`config.mk`:
```
export PLATFORM = sky130hd
export DESIGN_NAME = decimal_time_string_parser_core
export DESIGN_NICKNAME = d
export VERILOG_FILES = /design/src/hw/rtl/dtsp_pkg.sv /design/src/hw/rtl/decimal_time_string_parser_core.sv /design/src/hw/rtl/dtsp_parser.sv
export VERILOG_INCLUDE_DIRS = /design/src /design/src/hw/rtl
export SDC_FILE = /design/constraint.sdc
export NUM_CORES = 2
export LEC_CHECK = 0
export BUFFER_PORTS_ARGS = -buffer_cell sky130_fd_sc_hd__buf_2
export CAP_MARGIN = 20
export CORE_AREA = 4 4 226 339
export CTS_CLUSTER_SIZE = 20
export DETAILED_ROUTE_END_ITERATION = 10
export DIE_AREA = 0 0 230 343
export PLACE_DENSITY = 0.66
export SETUP_SLACK_MARGIN = 0.3
export SLEW_MARGIN = 20
export SYNTH_ARGS = -nofsm -noshare
export SYNTH_HDL_FRONTEND = slang
export SYNTH_SLANG_ARGS = --single-unit
```
`constraint.sdc`:
```
create_clock -name clk -period 14 [get_ports clk]
set_input_delay 2.8 -clock clk [delete_from_list [all_inputs] [get_ports clk]]
set_output_delay 2.8 -clock clk [all_outputs]
set_load 0.02 [all_outputs]
```
`src/hw/rtl/decimal_time_string_parser_core_macros.svh`:
```
// ----------------------------------------------------------------------------
// decimal time string parser assertion macros
// shared concurrent assertion forms for the parser rtl
// ----------------------------------------------------------------------------
`ifndef DECIMAL_TIME_STRING_PARSER_CORE_MACROS_SVH
`define DECIMAL_TIME_STRING_PARSER_CORE_MACROS_SVH

// same-cycle implication, disabled in reset
`define DTSP_ASSERT_NOW(label, clk, rst_n, ante, cons, msg) \
  label: assert property (@(posedge clk) disable iff (!rst_n) (ante) |-> (cons)) \
    else $error(msg);

// next-cycle implication, disabled in reset
`define DTSP_ASSERT_NEXT(label, clk, rst_n, ante, cons, msg) \
  label: assert property (@(posedge clk) disable iff (!rst_n) (ante) |=> (cons)) \
    else $error(msg);

`endif

```
`src/hw/rtl/dtsp_pkg.sv`:
```
// ----------------------------------------------------------------------------
// dtsp_pkg
// widths, character codes, scale table and result type of the parser
// ----------------------------------------------------------------------------
package dtsp_pkg;

  // fixed field widths
  localparam int CHAR_W     = 8;
  localparam int SEC_OUT_W  = 64;
  localparam int NS_OUT_W   = 31;
  localparam int NS_MAG_W   = 30;
  localparam int CONS_W     = 16;
  localparam int EXP_W      = 4;

  // parameter defaults
  localparam int FRAC_DIGITS_DEF   = 9;
  localparam int SECONDS_WIDTH_DEF = 64;

  // nanosecond digit positions
  localparam logic [EXP_W-1:0] NS_DIGITS = EXP_W'(9);

  // character codes
  localparam logic [CHAR_W-1:0] CH_NUL   = 8'h00;
  localparam logic [CHAR_W-1:0] CH_TAB   = 8'h09;
  localparam logic [CHAR_W-1:0] CH_CR    = 8'h0D;
  localparam logic [CHAR_W-1:0] CH_SPACE = 8'h20;
  localparam logic [CHAR_W-1:0] CH_PLUS  = 8'h2B;
  localparam logic [CHAR_W-1:0] CH_MINUS = 8'h2D;
  localparam logic [CHAR_W-1:0] CH_POINT = 8'h2E;
  localparam logic [CHAR_W-1:0] CH_ZERO  = 8'h30;
  localparam logic [CHAR_W-1:0] CH_NINE  = 8'h39;

  // one result as it leaves the parser
  typedef struct packed {
    logic                        emit;
    logic                        status;
    logic signed [SEC_OUT_W-1:0] seconds;
    logic signed [NS_OUT_W-1:0]  nanoseconds;
    logic [CONS_W-1:0]           consumed;
  } dtsp_result_t;

  // powers of ten up to one second in nanoseconds
  function automatic logic [NS_MAG_W-1:0] pow10(input logic [EXP_W-1:0] e);
    logic [NS_MAG_W-1:0] v;
    case (e)
      4'd0:    v = 30'd1;
      4'd1:    v = 30'd10;
      4'd2:    v = 30'd100;
      4'd3:    v = 30'd1000;
      4'd4:    v = 30'd10000;
      4'd5:    v = 30'd100000;
      4'd6:    v = 30'd1000000;
      4'd7:    v = 30'd10000000;
      4'd8:    v = 30'd100000000;
      4'd9:    v = 30'd1000000000;
      default: v = 30'd0;
    endcase
    return v;
  endfunction

endpackage

```
`src/hw/rtl/decimal_time_string_parser_core.sv`:
```
// ----------------------------------------------------------------------------
// decimal_time_string_parser_core
// streaming decimal seconds string parser with registered in and out stages
// ----------------------------------------------------------------------------
// usage
//   input channel in_valid/in_ready carries one character per request in
//   in_char_in; a zero byte ends the string. leading white space and one sign
//   are taken, then seconds, an optional point and fraction digits.
//   the character that ends the number yields one result request on
//   out_valid/out_ready: out_status (1 = invalid), out_seconds,
//   out_nanoseconds (same sign) and out_consumed. further characters are
//   dropped until the zero byte, which rearms the parser.
// timing
//   one character per cycle sustained while no result waits on out_ready;
//   the whole per-character step (one times-ten add and range compare, or
//   the fraction scale multiply) sits between the input register and the
//   result register, so a result is registered from its ending character.
// reset and stall
//   synchronous active-low reset empties both stages and rearms the parser.
//   while a result waits on out_ready, one more character is held in the
//   input register; after that in_ready drops.
// ----------------------------------------------------------------------------
`include "decimal_time_string_parser_core_macros.svh"

module decimal_time_string_parser_core #(
  parameter int FRAC_DIGITS   = dtsp_pkg::FRAC_DIGITS_DEF,
  parameter int SECONDS_WIDTH = dtsp_pkg::SECONDS_WIDTH_DEF
) (
  input  logic                                  clk,
  input  logic                                  rst_n,
  input  logic                                  in_valid,
  output logic                                  in_ready,
  input  logic [dtsp_pkg::CHAR_W-1:0]           in_char_in,
  output logic                                  out_valid,
  input  logic                                  out_ready,
  output logic                                  out_status,
  output logic signed [dtsp_pkg::SEC_OUT_W-1:0] out_seconds,
  output logic signed [dtsp_pkg::NS_OUT_W-1:0]  out_nanoseconds,
  output logic [dtsp_pkg::CONS_W-1:0]           out_consumed
);
  import dtsp_pkg::*;

  logic                        in_vld_r;
  logic [CHAR_W-1:0]           in_char_r;
  logic                        advance;
  dtsp_result_t                res;
  logic                        out_valid_r;
  logic                        out_status_r;
  logic signed [SEC_OUT_W-1:0] out_seconds_r;
  logic signed [NS_OUT_W-1:0]  out_ns_r;
  logic [CONS_W-1:0]           out_consumed_r;

  // held character moves on when the result slot is free or draining
  assign advance  = in_vld_r && (!out_valid_r || out_ready);
  assign in_ready = !in_vld_r || advance;

  // input register
  always_ff @(posedge clk) begin
    if (!rst_n) begin
      in_vld_r <= 1'b0;
    end else if (in_ready) begin
      in_vld_r <= in_valid;
    end
  end

  always_ff @(posedge clk) begin
    if (in_ready && in_valid) begin
      in_char_r <= in_char_in;
    end
  end

  // parse step
  dtsp_parser #(
    .FRAC_DIGITS   (FRAC_DIGITS),
    .SECONDS_WIDTH (SECONDS_WIDTH)
  ) u_parser (
    .clk     (clk),
    .rst_n   (rst_n),
    .step    (advance),
    .char_in (in_char_r),
    .result  (res)
  );

  // result register
  always_ff @(posedge clk) begin
    if (!rst_n) begin
      out_valid_r <= 1'b0;
    end else if (res.emit) begin
      out_valid_r <= 1'b1;
    end else if (out_ready) begin
      out_valid_r <= 1'b0;
    end
  end

  always_ff @(posedge clk) begin
    if (res.emit) begin
      out_status_r   <= res.status;
      out_seconds_r  <= res.seconds;
      out_ns_r       <= res.nanoseconds;
      out_consumed_r <= res.consumed;
    end
  end

  assign out_valid       = out_valid_r;
  assign out_status      = out_status_r;
  assign out_seconds     = out_seconds_r;
  assign out_nanoseconds = out_ns_r;
  assign out_consumed    = out_consumed_r;

  // checks
  `DTSP_ASSERT_NEXT(a_emit_lands, clk, rst_n, res.emit, out_valid_r, "result request was lost")
  `DTSP_ASSERT_NEXT(a_held_char, clk, rst_n, in_vld_r && !advance,
                    in_vld_r && $stable(in_char_r), "held character was dropped")
  `DTSP_ASSERT_NOW(a_bad_zero, clk, rst_n, out_valid_r && out_status_r,
                   out_seconds_r == '0 && out_ns_r == '0 && out_consumed_r == '0,
                   "invalid result carries data")
  `DTSP_ASSERT_NOW(a_ok_count, clk, rst_n, out_valid_r && !out_status_r,
                   out_consumed_r != '0, "valid result consumed nothing")

endmodule

```
`src/hw/rtl/dtsp_parser.sv`:
```
// ----------------------------------------------------------------------------
// dtsp_parser
// per-character parse state, digit accumulation and result formatting
// ----------------------------------------------------------------------------
module dtsp_parser #(
  parameter int FRAC_DIGITS   = dtsp_pkg::FRAC_DIGITS_DEF,
  parameter int SECONDS_WIDTH = dtsp_pkg::SECONDS_WIDTH_DEF
) (
  input  logic                        clk,
  input  logic                        rst_n,
  input  logic                        step,
  input  logic [dtsp_pkg::CHAR_W-1:0] char_in,
  output dtsp_pkg::dtsp_result_t      result
);
  import dtsp_pkg::*;

  localparam int FRAC_W = $clog2(10**FRAC_DIGITS);
  localparam int FCNT_W = $clog2(FRAC_DIGITS + 2);
  localparam int SACC_W = SECONDS_WIDTH + 4;
  localparam logic [SECONDS_WIDTH-1:0] SEC_LIMIT = {1'b0, {(SECONDS_WIDTH-1){1'b1}}};
  localparam logic [FCNT_W-1:0] FCNT_MAX  = FCNT_W'(FRAC_DIGITS);
  localparam logic [FCNT_W-1:0] FCNT_OVER = FCNT_W'(FRAC_DIGITS + 1);

  typedef enum logic [2:0] {
    PH_SKIP,
    PH_SIGNED,
    PH_SECS,
    PH_LEAD_POINT,
    PH_SECS_POINT,
    PH_FRAC,
    PH_DONE
  } phase_t;

  phase_t                    phase_r, phase_nxt;
  logic                      neg_r, neg_nxt;
  logic [SECONDS_WIDTH-1:0]  sec_r, sec_nxt;
  logic                      sec_ovf_r, sec_ovf_nxt;
  logic [FRAC_W-1:0]         frac_r, frac_nxt;
  logic [FCNT_W-1:0]         fcnt_r, fcnt_nxt;
  logic [CONS_W-1:0]         ccnt_r, ccnt_nxt;

  logic                      is_dig, is_spc, is_sign, is_point;
  logic [3:0]                digit;
  logic [SACC_W-1:0]         sec_ten;
  logic                      sec_too_big;
  logic [FRAC_W+3:0]         frac_ten;
  logic                      emit_c, bad_c, clear_c;
  logic [CONS_W-1:0]         ccnt_inc;

  // character classes
  assign is_dig   = (char_in >= CH_ZERO) && (char_in <= CH_NINE);
  assign is_spc   = (char_in == CH_SPACE) || ((char_in >= CH_TAB) && (char_in <= CH_CR));
  assign is_sign  = (char_in == CH_PLUS) || (char_in == CH_MINUS);
  assign is_point = (char_in == CH_POINT);
  assign digit    = char_in[3:0];

  // times ten plus digit, with the signed range check
  assign sec_ten     = ({4'b0, sec_r} << 3) + ({4'b0, sec_r} << 1) + SACC_W'(digit);
  assign sec_too_big = sec_ten > {4'b0, SEC_LIMIT};
  assign frac_ten    = ({4'b0, frac_r} << 3) + ({4'b0, frac_r} << 1) + (FRAC_W + 4)'(digit);

  // saturating consumed count
  assign ccnt_inc = (ccnt_r == {CONS_W{1'b1}}) ? ccnt_r : ccnt_r + CONS_W'(1);

  // next state
  always_comb begin
    phase_nxt   = phase_r;
    neg_nxt     = neg_r;
    sec_nxt     = sec_r;
    sec_ovf_nxt = sec_ovf_r;
    frac_nxt    = frac_r;
    fcnt_nxt    = fcnt_r;
    ccnt_nxt    = ccnt_r;
    emit_c      = 1'b0;
    bad_c       = 1'b0;
    clear_c     = 1'b0;

    case (phase_r)
      PH_SKIP, PH_SIGNED: begin
        if ((phase_r == PH_SKIP) && is_spc) begin
          ccnt_nxt = ccnt_inc;
        end else if ((phase_r == PH_SKIP) && is_sign) begin
          neg_nxt   = (char_in == CH_MINUS);
          ccnt_nxt  = ccnt_inc;
          phase_nxt = PH_SIGNED;
        end else if (is_dig) begin
          ccnt_nxt  = ccnt_inc;
          phase_nxt = PH_SECS;
          if (!sec_ovf_r) begin
            if (sec_too_big) sec_ovf_nxt = 1'b1;
            else             sec_nxt     = sec_ten[SECONDS_WIDTH-1:0];
          end
        end else if (is_point) begin
          ccnt_nxt  = ccnt_inc;
          phase_nxt = PH_LEAD_POINT;
        end else begin
          emit_c = 1'b1;
          bad_c  = 1'b1;
        end
      end
      PH_SECS: begin
        if (is_dig) begin
          ccnt_nxt = ccnt_inc;
          if (!sec_ovf_r) begin
            if (sec_too_big) sec_ovf_nxt = 1'b1;
            else             sec_nxt     = sec_ten[SECONDS_WIDTH-1:0];
          end
        end else if (is_point) begin
          ccnt_nxt  = ccnt_inc;
          phase_nxt = PH_SECS_POINT;
        end else begin
          emit_c = 1'b1;
          bad_c  = sec_ovf_r;
        end
      end
      PH_LEAD_POINT, PH_SECS_POINT, PH_FRAC: begin
        if (is_dig) begin
          ccnt_nxt  = ccnt_inc;
          phase_nxt = PH_FRAC;
          if (fcnt_r < FCNT_MAX) begin
            frac_nxt = frac_ten[FRAC_W-1:0];
            fcnt_nxt = fcnt_r + FCNT_W'(1);
          end else begin
            fcnt_nxt = FCNT_OVER;
          end
        end else begin
          emit_c = 1'b1;
          if (phase_r == PH_LEAD_POINT) bad_c = 1'b1;
          else                          bad_c = sec_ovf_r || (fcnt_r > FCNT_MAX);
        end
      end
      PH_DONE: begin
        clear_c = (char_in == CH_NUL);
      end
      default: begin
        clear_c = 1'b1;
      end
    endcase

    // a result parks the parser until the string ends
    if (emit_c) begin
      phase_nxt = PH_DONE;
      clear_c   = (char_in == CH_NUL);
    end
  end

  // parse state
  always_ff @(posedge clk) begin
    if (!rst_n || (step && clear_c)) begin
      phase_r   <= PH_SKIP;
      neg_r     <= 1'b0;
      sec_r     <= '0;
      sec_ovf_r <= 1'b0;
      frac_r    <= '0;
      fcnt_r    <= '0;
      ccnt_r    <= '0;
    end else if (step) begin
      phase_r   <= phase_nxt;
      neg_r     <= neg_nxt;
      sec_r     <= sec_nxt;
      sec_ovf_r <= sec_ovf_nxt;
      frac_r    <= frac_nxt;
      fcnt_r    <= fcnt_nxt;
      ccnt_r    <= ccnt_nxt;
    end
  end

  // result formatting from the state before the ending character
  logic [NS_MAG_W-1:0]  ns_mag;
  logic [NS_OUT_W-1:0]  ns_ext;
  logic [SEC_OUT_W-1:0] sec_ext;
  logic                 frac_used;

  assign frac_used = (fcnt_r != '0) && (fcnt_r <= FCNT_MAX);
  assign ns_mag    = frac_used ?
                     NS_MAG_W'(frac_r) * pow10(NS_DIGITS - EXP_W'(fcnt_r)) : '0;
  assign ns_ext    = {1'b0, ns_mag};
  assign sec_ext   = SEC_OUT_W'(sec_r);

  always_comb begin
    result.emit = step && emit_c;
    if (bad_c) begin
      result.status      = 1'b1;
      result.seconds     = '0;
      result.nanoseconds = '0;
      result.consumed    = '0;
    end else begin
      result.status      = 1'b0;
      result.seconds     = neg_r ? -sec_ext : sec_ext;
      result.nanoseconds = neg_r ? -ns_ext : ns_ext;
      result.consumed    = ccnt_r;
    end
  end

endmodule
```
==> impl_metrics.json <==
{
  "ys_warn_count": 0,
  "io_pins": 126,
  "dp_cells": 4695,
  "arrival_ps": 11290,
  "drive_above_1_share_pct": 7.36,
  "cts-hold-fix-buffers": 0,
  "worstMarginPinSlew_ps": 1090,
  "grt_use_total_pct": 23.9,
  "die-area_um2": 78900,
  "clock.fmax_ghz": 0.0908,
  "chipHeight_um": 343,
  "synth_flop_cell": "dfxtp_1",
  "final_cells": 4740,
  "crit_path_max_incr_delay_ps": 940,
  "via_per_inst": 5.62,
  "ys_ff_latch": 241,
  "cp-end-kind": "flop",
  "worst_path_max_delay_cell": "and3_1",
  "layout_common_cells": "inv_1 (485), nand2_1 (360), fa_1 (357)",
  "final_hold_viol_count": 0,
  "start_util_pct": 43.8,
  "antenna_found_initial": 0,
  "grt_max_degree": 78,
  "post-route-period-util_pct": 78.6,
  "fin_crit_ps": 11010,
  "dpl.hpwl_um": 72500,
  "synthCells": 3720,
  "filler_cell_count": 7291,
  "hold_depth": 2,
  "async_reset_ff_share_pct": 0,
  "cts.sinks": 241,
  "drv_slew": 0,
  "design_area_um2": 34700,
  "cp.required_ps": 14280,
  "cts_max_level": 1,
  "hold_end": "u_parser.frac_r[8]",
  "startpoint": "u_parser.fcnt_r[1]",
  "dr_wl_met3_um": 3830,
  "grt_pass1_wl_um": 151000,
  "die_w_um": 230,
  "rrSetupSlack_ps": 2990,
  "synth_edf_count": 120,
  "finalSetupViolations": 0,
  "hold_path_class": "reg2reg",
  "multiInputGateArea_um2": 23700,
  "area_delta_synth_final_pct": 7.70,
  "cts_max_path_buffers": 3,
  "synthesis.nets": 4397,
  "post_cts_resize_count": 0,
  "firstDrtPassIters": 7,
  "antenna_cells": 0,
  "clock_skew_ps": 22.6,
  "worstHoldStart": "u_parser.frac_r[8]",
  "ys_types": 82,
  "dp_slack_ps": 3070,
  "vdd_drop_max_uv": 82.4,
  "top_layer": "met4",
  "r2r_cells": 34,
  "layout_commonest_cell": "inv_1",
  "wl_per_cell_um": 19.9,
  "tns_ps": 0,
  "placed_cell_area_um2": 33800,
  "worst_slack_ps": 2990,
  "cts_root_buf": "clkbuf_16",
  "fp-row-count": 122,
  "cts_tree": "yes",
  "layout.nets": 4407,
  "wl_met1_um": 33900,
  "drc": 0,
  "ant_nets": 0,
  "start_kind": "flop",
  "status": "completed",
  "syn_avg_cell_area_um2": 8.66,
  "worstReg2RegEnd": "out_nanoseconds[28]",
  "path_class": "reg2reg",
  "vias": 26655,
  "post_cts_buffers": 0,
  "first_global_vias": 27880,
  "register_area_um2": 6030,
  "cp_max_fo": 29,
  "numCtsBuffers": 24,
  "wl_met2_um": 50900,
  "numPortBuffers": 125,
  "core-area_um2": 73600,
  "postRouteWirelength_um": 94500,
  "cts.clk_slew.worst_paths_ps": 70,
  "power_density_nw_per_um2": 46.6,
  "rsz0062_at_grt": "false",
  "globalplace.congestion": 0.970,
  "slew_headroom_pct": 27.2,
  "reg2reg_from": "u_parser.fcnt_r[1]",
  "leakagePower_nw": 16.6,
  "syn_area_um2": 32200,
  "grt_overflow_total": 0,
  "clk_latency_ps": 570,
  "drv_cap": 0,
  "drt-initial-drc-count": 1485,
  "seq_area_frac_synth_pct": 18.7
}
[registers in the layout, summed over array words and instances, names as in the netlist]
signal and flops:
out_seconds 64, u_parser.sec_ext 64, out_nanoseconds 31, u_parser.frac_r 30, out_consumed 16, u_parser.ccnt_r 16
in_char_r 8, u_parser.fcnt_r 4, u_parser.phase_r 3, in_vld_r 1, out_status 1, out_valid 1
u_parser.neg_r 1, u_parser.sec_ovf_r 1
[logic make-up (layout without fill, tap and decap cells)]
| logic type | after synthesis | in the layout | share of synthesized area [%] |
|---|---|---|---|
| and+or+nand+nor | 1156 | 1156 | 18.0 |
| buffers and inverters | 678 | 706 | 8.00 |
| DFF | 241 | 241 | 18.7 |
| muxes | 10 | 10 | 0.319 |
| AOI/OAI and AO/OA | 735 | 735 | 14.3 |
| xor gates and xnor gates | 235 | 235 | 6.52 |
| adders and majority gates | 665 | 665 | 34.2 |
[worst max-delay path: cells and delay by family, from the launching register on]
family	cells	cell delay, ps
buffers and inverters	9	930
flip-flops	1	510
AO/OA/AOI/OAI	6	2130
AND/OR/NAND/NOR	7	1710
adder cells (fa/ha/maj)	10	4560
XOR/XNOR	2	870
[stage by stage]
stage / power, mW / util, % / hold slack [ps]
finish: 1.62 / 47.1 / 451
global route: 1.67 / 47.1 / 486
CTS: 1.64 / 47.1 / 454
detailed placement: 0.912 / 45.9 / 444
global placement: 0.912 / 45.9 / 439
floorplan: 0.870 / - / 432
[power breakdown]
part | switching [mW] | total (mW) | internal (mW)
Sequential | 0.0128 | 0.775 | 0.762
Combinational | 0.0937 | 0.121 | 0.0274
Clock | 0.302 | 0.722 | 0.419
[how the worst max path moves through the flow]
stage                     cells after the start  slack [ps]                  end
after floorplan                               4        1810  u_parser.phase_r[0]
after global placement                       34        3350  out_nanoseconds[29]
after detailed placement                     34        3070  out_nanoseconds[29]
after CTS                                    34        3050  out_nanoseconds[29]
after global routing                         31        2390  out_nanoseconds[28]
final                                        34        2990  out_nanoseconds[28]
[layer usage]
| layer | vias up | GRT usage (%) |
|---|---|---|
| met3 | 265 | 2.10 |
| met2 | 774 | 46.0 |
| met5 | - | 0 |
| met4 | 0 | 12.6 |
| li1 | 12427 | - |
| met1 | 13189 | 25.7 |
[layout make-up]
cell class | count | share of cell area [%]
Sequential cell | 241 | 17.4
Tap cell | 992 | 3.58
Clock inverter | 13 | 0.548
Timing Repair Buffer | 176 | 2.93
Multi-Input combinational cell | 2801 | 68.3
Clock buffer | 31 | 1.96
Inverter | 486 | 5.26
[Yosys cell counts, types with 84 or more instances]
master	instances	area, um^2
nand4_1	84	526
fa_1	357	7150
nor2_1	219	822
xnor2_1	118	1030
xor2_1	114	998
dfxtp_1	121	2420
a21oi_1	228	1140
nand2_1	360	1350
edfxtp_1	120	3600
and2_1	247	1550
ha_1	308	3850
inv_1	485	1820
clkbuf_1	183	687
o21ai_0	189	946
Note: power is estimated with default switching activity, not from simulation.
